===== src/sv/swm_pkg.sv =====
package swm_pkg;

    // Sample and window length widths fixed by the stream format.
    localparam int SAMPLE_W = 16;
    localparam int LEN_W    = 7;

    // Most negative sample, the neutral start value of a running maximum.
    localparam logic signed [SAMPLE_W-1:0] SAMPLE_MIN = 16'sh8000;

    // Partial-maximum token that travels along the cell chain.
    typedef struct packed {
        logic                       vld;
        logic [LEN_W-1:0]           rem;
        logic signed [SAMPLE_W-1:0] acc;
        logic                       last;
    } t_tok;

endpackage


===== src/sv/swm_in_if.sv =====
interface swm_in_if;
    logic               valid;
    logic               ready;
    logic signed [15:0] sample;
    logic               last_in;

    modport source (output valid, output sample, output last_in, input ready);
    modport sink   (input valid, input sample, input last_in, output ready);
endinterface


===== src/sv/swm_out_if.sv =====
interface swm_out_if;
    logic               valid;
    logic               ready;
    logic signed [15:0] window_max;
    logic               last_out;

    modport source (output valid, output window_max, output last_out, input ready);
    modport sink   (input valid, input window_max, input last_out, output ready);
endinterface


===== src/sv/swm_cell.sv =====
module swm_cell (
    input  logic                 i_clk,
    input  logic                 i_rst_n,
    input  logic                 i_shift,
    input  logic signed [15:0]   i_sample,
    output logic signed [15:0]   o_sample,
    input  logic                 i_adv,
    input  swm_pkg::t_tok        i_tok,
    output swm_pkg::t_tok        o_tok
);
    import swm_pkg::*;

    logic signed [SAMPLE_W-1:0] r_sample;
    t_tok                       r_tok;

    // The sample moves one place down the line when a new item arrives.
    always_ff @(posedge i_clk) begin
        if (i_shift) begin
            r_sample <= i_sample;
        end
    end

    // The token register takes the merged token of the previous cell.
    always_ff @(posedge i_clk) begin
        if (!i_rst_n) begin
            r_tok.vld <= 1'b0;
        end else if (i_adv) begin
            r_tok <= i_tok;
        end
    end

    // While the token still needs samples, fold this cell's sample into it.
    always_comb begin
        o_tok = r_tok;
        if (r_tok.vld && (r_tok.rem != '0)) begin
            o_tok.rem = r_tok.rem - 1'b1;
            if (r_sample > r_tok.acc) begin
                o_tok.acc = r_sample;
            end
        end
    end

    assign o_sample = r_sample;

endmodule


===== src/sv/sliding_window_max_core.sv =====
// Streaming maximum over the most recent window_len signed samples.
// Input channel i_in carries one sample and a last_in flag per item; output
// channel o_out carries window_max and last_out. Both use valid/ready, an item
// moving on a clock edge with both high. i_cfg_we/i_cfg_data write window_len
// (0 acts as 1, values above MAX_WINDOW act as MAX_WINDOW); the user must
// write it only while idle, which the block does not enforce. Samples sit in
// a shift line of MAX_WINDOW cells, newest first. A sample that completes a
// window launches a token that walks the chain one cell a cycle unless held,
// folding in one sample per cell until window_len samples are seen. An item
// that yields a result sends its token through all MAX_WINDOW cells into the
// output register before the result is offered; the next item is taken the
// cycle after the token leaves the chain. An item yielding no result (window
// not yet full) keeps the input ready. A last_in item resets the fill count.
// Reset sets window_len to 4, empties the chain and the output register.
// When the receiver stalls, the result waits in the output register and the
// token at the chain end holds until that register is free.
module sliding_window_max_core #(
    parameter int MAX_WINDOW = 64
) (
    input  logic        i_clk,
    input  logic        i_rst_n,
    swm_in_if.sink      i_in,
    swm_out_if.source   o_out,
    input  logic        i_cfg_we,
    input  logic [6:0]  i_cfg_data
);
    import swm_pkg::*;

    localparam int FILL_W = $clog2(MAX_WINDOW + 1);

    logic [LEN_W-1:0]           r_wl;
    logic [FILL_W-1:0]          r_fill;
    logic [FILL_W-1:0]          n_fill;
    logic                       r_busy;
    logic                       r_out_vld;
    logic signed [SAMPLE_W-1:0] r_out_max;
    logic                       r_out_last;

    logic [LEN_W-1:0]           w_len;
    logic                       w_accept;
    logic                       w_produce;
    logic                       w_adv;
    logic                       w_done;
    t_tok                       w_tok [MAX_WINDOW+1];
    logic signed [SAMPLE_W-1:0] w_smp [MAX_WINDOW+1];

    // Window length register.
    always_ff @(posedge i_clk) begin
        if (!i_rst_n) begin
            r_wl <= LEN_W'(4);
        end else if (i_cfg_we) begin
            r_wl <= i_cfg_data;
        end
    end

    // Effective length, kept within one and the chain length.
    always_comb begin
        w_len = r_wl;
        if (r_wl == '0) begin
            w_len = LEN_W'(1);
        end else if (32'(r_wl) > 32'(MAX_WINDOW)) begin
            w_len = LEN_W'(MAX_WINDOW);
        end
    end

    // Handshake and fill count of the current sequence.
    assign i_in.ready = !r_busy;
    assign w_accept   = i_in.valid && !r_busy;
    assign n_fill     = (r_fill < FILL_W'(MAX_WINDOW)) ? r_fill + 1'b1 : r_fill;
    assign w_produce  = 32'(n_fill) >= 32'(w_len);

    always_ff @(posedge i_clk) begin
        if (!i_rst_n) begin
            r_fill <= '0;
        end else if (w_accept) begin
            r_fill <= i_in.last_in ? '0 : n_fill;
        end
    end

    // Token launched into the first cell together with the new sample.
    always_comb begin
        w_tok[0].vld  = w_accept && w_produce;
        w_tok[0].rem  = w_len;
        w_tok[0].acc  = SAMPLE_MIN;
        w_tok[0].last = i_in.last_in;
    end
    assign w_smp[0] = i_in.sample;

    // The chain holds only when a finished token meets a full, stalled output.
    assign w_done = w_tok[MAX_WINDOW].vld;
    assign w_adv  = !(w_done && r_out_vld && !o_out.ready);

    genvar g;
    generate
        for (g = 0; g < MAX_WINDOW; g++) begin : g_cell
            swm_cell u_cell (
                .i_clk    (i_clk),
                .i_rst_n  (i_rst_n),
                .i_shift  (w_accept),
                .i_sample (w_smp[g]),
                .o_sample (w_smp[g+1]),
                .i_adv    (w_adv),
                .i_tok    (w_tok[g]),
                .o_tok    (w_tok[g+1])
            );
        end
    endgenerate

    // Busy from launching a token until it leaves the chain.
    always_ff @(posedge i_clk) begin
        if (!i_rst_n) begin
            r_busy <= 1'b0;
        end else if (w_accept && w_produce) begin
            r_busy <= 1'b1;
        end else if (w_done && w_adv) begin
            r_busy <= 1'b0;
        end
    end

    // Output register.
    always_ff @(posedge i_clk) begin
        if (!i_rst_n) begin
            r_out_vld <= 1'b0;
        end else if (w_done && w_adv) begin
            r_out_vld <= 1'b1;
        end else if (o_out.ready) begin
            r_out_vld <= 1'b0;
        end
    end

    always_ff @(posedge i_clk) begin
        if (w_done && w_adv) begin
            r_out_max  <= w_tok[MAX_WINDOW].acc;
            r_out_last <= w_tok[MAX_WINDOW].last;
        end
    end

    assign o_out.valid      = r_out_vld;
    assign o_out.window_max = r_out_max;
    assign o_out.last_out   = r_out_last;

endmodule

===== src/flat_wrapper.sv =====
// flat-port wrapper written by rule: the top's interface ports become plain ports
module sliding_window_max_core_flat import swm_pkg::*;
#(
    parameter int MAX_WINDOW = 64
)
  (i_clk, i_rst_n, i_cfg_we, i_cfg_data, i_in_valid, i_in_sample, i_in_last_in, i_in_ready, o_out_valid, o_out_window_max, o_out_last_out, o_out_ready);
  swm_in_if i_in_i ();
  swm_out_if o_out_i ();
  input  logic i_clk;
  input  logic i_rst_n;
  input  logic i_cfg_we;
  input  logic [6:0] i_cfg_data;
  input wire logic [$bits(i_in_i.valid)-1:0] i_in_valid;
  input wire logic [$bits(i_in_i.sample)-1:0] i_in_sample;
  input wire logic [$bits(i_in_i.last_in)-1:0] i_in_last_in;
  output wire logic [$bits(i_in_i.ready)-1:0] i_in_ready;
  output wire logic [$bits(o_out_i.valid)-1:0] o_out_valid;
  output wire logic [$bits(o_out_i.window_max)-1:0] o_out_window_max;
  output wire logic [$bits(o_out_i.last_out)-1:0] o_out_last_out;
  input wire logic [$bits(o_out_i.ready)-1:0] o_out_ready;
  assign i_in_i.valid = i_in_valid;
  assign i_in_i.sample = i_in_sample;
  assign i_in_i.last_in = i_in_last_in;
  assign i_in_ready = i_in_i.ready;
  assign o_out_valid = o_out_i.valid;
  assign o_out_window_max = o_out_i.window_max;
  assign o_out_last_out = o_out_i.last_out;
  assign o_out_i.ready = o_out_ready;
  sliding_window_max_core #(.MAX_WINDOW(MAX_WINDOW)) u_core (.i_clk(i_clk), .i_rst_n(i_rst_n), .i_in(i_in_i), .o_out(o_out_i), .i_cfg_we(i_cfg_we), .i_cfg_data(i_cfg_data));
endmodule

===== config.mk =====
export PLATFORM = sky130hd
export DESIGN_NAME = sliding_window_max_core_flat
export DESIGN_NICKNAME = d
export VERILOG_FILES = /design/src/sv/swm_pkg.sv /design/src/sv/swm_in_if.sv /design/src/sv/swm_out_if.sv /design/src/sv/swm_cell.sv /design/src/sv/sliding_window_max_core.sv /design/src/flat_wrapper.sv
export SDC_FILE = /design/constraint.sdc
export NUM_CORES = 2
export LEC_CHECK = 0
export BUFFER_PORTS_ARGS = -buffer_cell sky130_fd_sc_hd__buf_2
export CORE_AREA = 2 2 599 720
export CTS_BUF_LIST = sky130_fd_sc_hd__clkbuf_8
export DETAILED_ROUTE_END_ITERATION = 10
export DIE_AREA = 0 0 601 722
export PLACE_DENSITY = 0.44
export SYNTH_ARGS = -nofsm -noshare
export SYNTH_HDL_FRONTEND = slang
export SYNTH_SLANG_ARGS = --single-unit

===== constraint.sdc =====
create_clock -name i_clk -period 95.9 [get_ports i_clk]
set_input_delay 9.59 -clock i_clk [delete_from_list [all_inputs] [get_ports i_clk]]
set_output_delay 9.59 -clock i_clk [all_outputs]
set_load 0.05 [all_outputs]

# Word level (Yosys, flattened, before mapping)
# Cells that the tools add are included.
[op_classes]
bitwise = 1
n_lt_le_gt_ge = 67
mux = 136
n_addsub = 64
n_reduce_logical = 141
[op_table]
columns = ["cell", "count"]
rows = [
  ["23-bit two-way mux", 63],
  ["16-bit two-way mux", 65],
  ["16-bit greater-than comparator", 63],
  ["7-bit nonzero test", 64],
  ["7-bit by 1-bit subtractor with 7-bit output (second input constant)", 63],
  ["1-bit logical AND", 69],
  ["7-bit two-way mux", 4],
  ["16-bit greater-than comparator (second input constant)", 1],
  ["7-bit by 1-bit adder with 7-bit output (second input constant)", 1],
  ["7-bit greater-or-equal comparator", 1],
  ["7-bit greater-than comparator (second input constant)", 1],
  ["7-bit zero test", 1],
  ["7-bit less-than comparator (second input constant)", 1],
  ["1-bit two-way mux", 4],
  ["2-bit AND reduction", 2],
  ["2-bit nonzero test", 2],
  ["1-bit zero test", 3],
  ["1-bit inverter", 1],
]
[totals]
output_inout_bits = 19
inputBits = 29
reg_bits = 2641

# Longest topological paths before layout
[depth]
ltp_word = 6
ltp_mapped = 10

# By module
# A second synthesis with hierarchy kept.
[hier_totals]
cells_unflattened = 9221
hier_area_um2 = 134564.1
[modules_own_cells]
columns = ["module", "area_each_um2", "n_inst", "seq_area_each_um2", "cells_each"]
rows = [
  ["swm_cell at u_core.g_cell[0].u_cell ...", 2078.2, 62, 1221.2, 142],
  ["swm_cell at u_core.g_cell[8].u_cell", 2124.5, 1, 1221.2, 144],
  ["swm_cell at u_core.g_cell[9].u_cell", 2117.0, 1, 1221.2, 144],
  ["sliding_window_max_core", 1471.4, 1, 830.8, 129],
]

# Least setup slack after synthesis
# OpenSTA, ideal clock, no wires.
[synth_path]
kind = "input -> register"
startpoint = "input o_out_ready"
endpoint = "register u_core.g_cell[0].u_cell.r_tok, in the netlist u_core.g_cell[0].u_cell.o_tok[0], enable pin"
setup_ns = 2.092
slack_ns = 49.512
required_time_ns = 93.808
path_buffers = 1
cell_stages = 4
t_arrival_ns = 44.297
path_cell_list = "nor2b_1 -> nand2_1 -> clkbuf_1 -> and2_1"
[synth_between]
elab_chain_len = 4
[synth_rtl]
columns = ["item", "line_no", "text"]
rows = [
  ["start: declaration", "flat_wrapper.sv:20", "input wire logic [$bits(o_out_i.ready)-1:0] o_out_ready;"],
  ["1-bit zero test", "sliding_window_max_core.sv:91", "assign w_adv = !(w_done && r_out_vld && !o_out.ready);"],
  ["1-bit logical AND", "sliding_window_max_core.sv:91", ""],
  ["1-bit inverter (no line)", "n/a", ""],
  ["2-bit AND reduction (no line)", "n/a", ""],
  ["end signal: assignment", "swm_cell.sv:28", "r_tok <= i_tok;"],
  ["end: declaration", "swm_cell.sv:14", "t_tok r_tok;"],
]
# No other way between the ends.
# A chain may end at the register's enable or synchronous reset.

# Worst setup path after layout
[layout_path]
startpoint = "input i_rst_n"
endpoint = "register u_core.g_cell[41].u_cell.r_tok[7] (netlist bit), enable pin"
[layout_between]
elab_chain_len = 1
[layout_rtl]
columns = ["item", "line_no", "text"]
rows = [
  ["start: declaration", "flat_wrapper.sv:10", "input logic i_rst_n;"],
  ["2-bit AND reduction (no line)", "n/a", ""],
  ["end signal: assignment", "swm_cell.sv:28", ""],
  ["end: declaration", "swm_cell.sv:14", ""],
]
# No other way between the ends.

==> metrics.txt <==
Synth top area share 0.603; initial cell density of the core 0.299; Num CTS Buffers 472; vias in the first global route 75300; gr ovfl total 0; Pleak 56.2 nW; CTS max path bufs 4; Post-Synthesis Cells 9036; CTS tree yes; Seq/Total Area, Yosys 0.616; die area 434000 µm²; global-route wire length before repair 420000 µm; synthesized flop and latch total 2641; IO Count 48; Post-DP HPWL 178000 µm; pre-CTS setup slack 80.69 ns; Cell Rows 263; P per Cell Area 17.8 nW/µm²; Syn Area/Cell 14.1 µm²; Clock Root Buffer clkbuf_8; register share of total power 0.545; GPL Wtd Cong 0.772; Residual DRC 0; register area 78500 µm²; Post-synth top cells 2561 x edfxtp_1, 1217 x inv_1, 1142 x ha_1; Area growth, synth to finish 12.5%; pin count of the biggest net entering global routing 175; cell with the most instances after synthesis edfxtp_1; post-route setup TNS 0 ns; DRT Pass-1 Iters 5; Die W 601 µm; Rel. slew slack 0.201; number of flops mapped to enable cells by yosys 2561; Yosys Warn Count 0; Synth async-reset ratio 0; post-route total power 0.00256 W; Final Hold Viols 0; Multi-input gate area 43800 µm²; VDD IR max 9.72 µV; final setup margin 81.97 ns; WL/cell 16.9 µm; vias 70400; fmax 71.8 MHz; clk_lat worst skew 1.09 ns; HP Class reg -> reg; clock slew at reported path FFs 0.06 ns; share of power burned in combinational logic 0.066; GRT Total Usage 0.120; RSZ-0062 raised after global routing false; post_cts resized 0; fin crit share 0.145; DRT antenna net count 0; clock network fraction of total power 0.388; H-tree depth 5; final setup fails 0; CTS Sinks 2641; Port-buffer cells 47; DR vias/cell 4.53; P_sw 0.000624 W; filler instances 41400; crit path launch type primary input; Setup crit end kind register; hold-fix buffers at CTS 0; Main synth FF type edfxtp_1; min cycle time layout 13.93 ns; DRT Wirelength 264000 µm; Mapped Area 127000 µm²; status finished, final reports clean; Final Net Count 10600; Setup Skew 0.0535 ns; ratio of cells with drive above 1 in the final layout 0.181; Req. time, crit path 96.56 ns; kind of critical path in -> reg; Max Slew Vio Count 0; WP data arrival 14.59 ns; initial antenna violation count 2; Synth area leader edfxtp_1; P_int 0.00193 W; Post-CTS Setup Inserts 0; Net Sw Frac 0.244; synth unique cells 60; CP Max Fanout 164; die height 722 µm; max-cap viol count 0; post-synth net total 10200; actual slew at the worst max-slew pin 1.20 ns; top post-synthesis cells by area edfxtp_1 60%, ha_1 11%, mux2_2 8.9%, inv_1 3.6%, a21oi_1 1.6%; CORE AREA 427000 µm²; DR iter-0 viols 3359
metrics by stage:
stage                      util  hold WS, ns  std cells  area (µm²)
after CTS                 0.336        0.393      15600      143000
after global routing      0.336        0.413      15600      143000
after global placement    0.315        0.401      14700      135000
after floorplan               -        0.400       9036      127000
final                     0.336        0.406      15600      143000
after detailed placement  0.315        0.405      14700      135000
metal layers:
metal / track usage / wire, µm / vias up
met5: 0 / 0 / -
li1: - / - / 34400
met2: 0.213 / 131000 / 884
met3: 0.0173 / 8350 / 514
met1: 0.149 / 117000 / 34700
met4: 0.0386 / 7640 / 0
power groups by stage:
stage | clock network [W] | logic [W] | registers [W]
after global placement | 0 | 0.000167 | 0.00142
final | 0.000993 | 0.000169 | 0.00139
after global routing | 0.00109 | 0.000197 | 0.00140
after floorplan | 0 | 0.000126 | 0.00147
after detailed placement | 0 | 0.000172 | 0.00142
after CTS | 0.00104 | 0.000174 | 0.00140
area by class of cell:
class / count / share of cell area
sequential: 2641 / 0.547
multi-input combinational: 5049 / 0.305
tap: 5697 / 0.0497
clock buffer: 498 / 0.0478
inverter: 1217 / 0.0319
clock inverter: 369 / 0.0137
timing repair buffer: 90 / 0.00426
antenna: 3 / 0.0000523
flip-flops by register name, summed over array words and instances (netlist names):
name and cells:
u_core.g_cell.u_cell.o_tok 128, u_core.g_cell.u_cell.r_tok 1456, u_core.g_cell.u_cell.o_sample 1024, u_core.o_out.valid 1
u_core.o_out.last_out 1, u_core.r_busy 1, u_core.r_fill 7, u_core.r_wl 7
u_core.o_out.window_max 16
cell usage in the layout (no fill, tap or decap), types with 15 or more instances in the layout:
master	instances
clkbuf_8	498
nor2b_1	85
o21ai_0	123
or2_2	26
o211ai_1	62
mux2_2	1009
and3b_1	36
inv_1	1362
and3_1	21
and2_1	17
dfxtp_1	80
o21a_1	17
clkinv_1	127
and4_1	60
ha_1	1142
clkinv_2	59
edfxtp_1	2561
nor2_1	116
xor2_1	187
nand4_1	175
nand2_1	406
or4_1	123
buf_4	40
a21boi_0	72
xnor2_1	196
nand3_1	33
a21o_1	140
a2111oi_0	42
a21bo_2	35
nor3_1	210
o21ai_1	59
nand2b_1	77
a21oi_1	401
o31a_1	15
nor4_1	42
buf_2	46
final timing paths:
kind	slack, ns	end	from	cells after the start
hold reg to reg	0.41	u_core.g_cell[47].u_cell.o_tok[0]$_DFFE_PP_	u_core.g_cell[46].u_cell.o_tok[0]$_DFFE_PP_	0
setup / recovery	81.97	u_core.g_cell[41].u_cell.r_tok[7]$_DFFE_PP_	i_rst_n	6
setup reg to reg	90.71	u_core.g_cell[41].u_cell.r_tok[7]$_DFFE_PP_	u_core.o_out.valid$_SDFFE_PN0P_	8
hold / removal	0.41	u_core.g_cell[47].u_cell.o_tok[0]$_DFFE_PP_	u_core.g_cell[46].u_cell.o_tok[0]$_DFFE_PP_	0
cells by family (layout without fill, tap and decap cells):
family | count (synthesis) | after routing | share of synthesized area
fa+ha+maj | 1142 | 1142 | 0.112
other cells | 0 | 3 | 0
compound gates | 1066 | 1066 | 0.0538
buf+inv | 1346 | 2174 | 0.0409
simple gates | 1442 | 1442 | 0.0615
flops | 2641 | 2641 | 0.616
xor+xnor | 383 | 383 | 0.0263
mux | 1016 | 1016 | 0.0897
worst max-delay path: stages:
cell and delay [ns]:
buf_4 0.70, and2_4 0.89, buf_12 0.64, buf_4 0.84, buf_4 0.61, buf_4 0.82
Power figures use the tool's default switching activity.
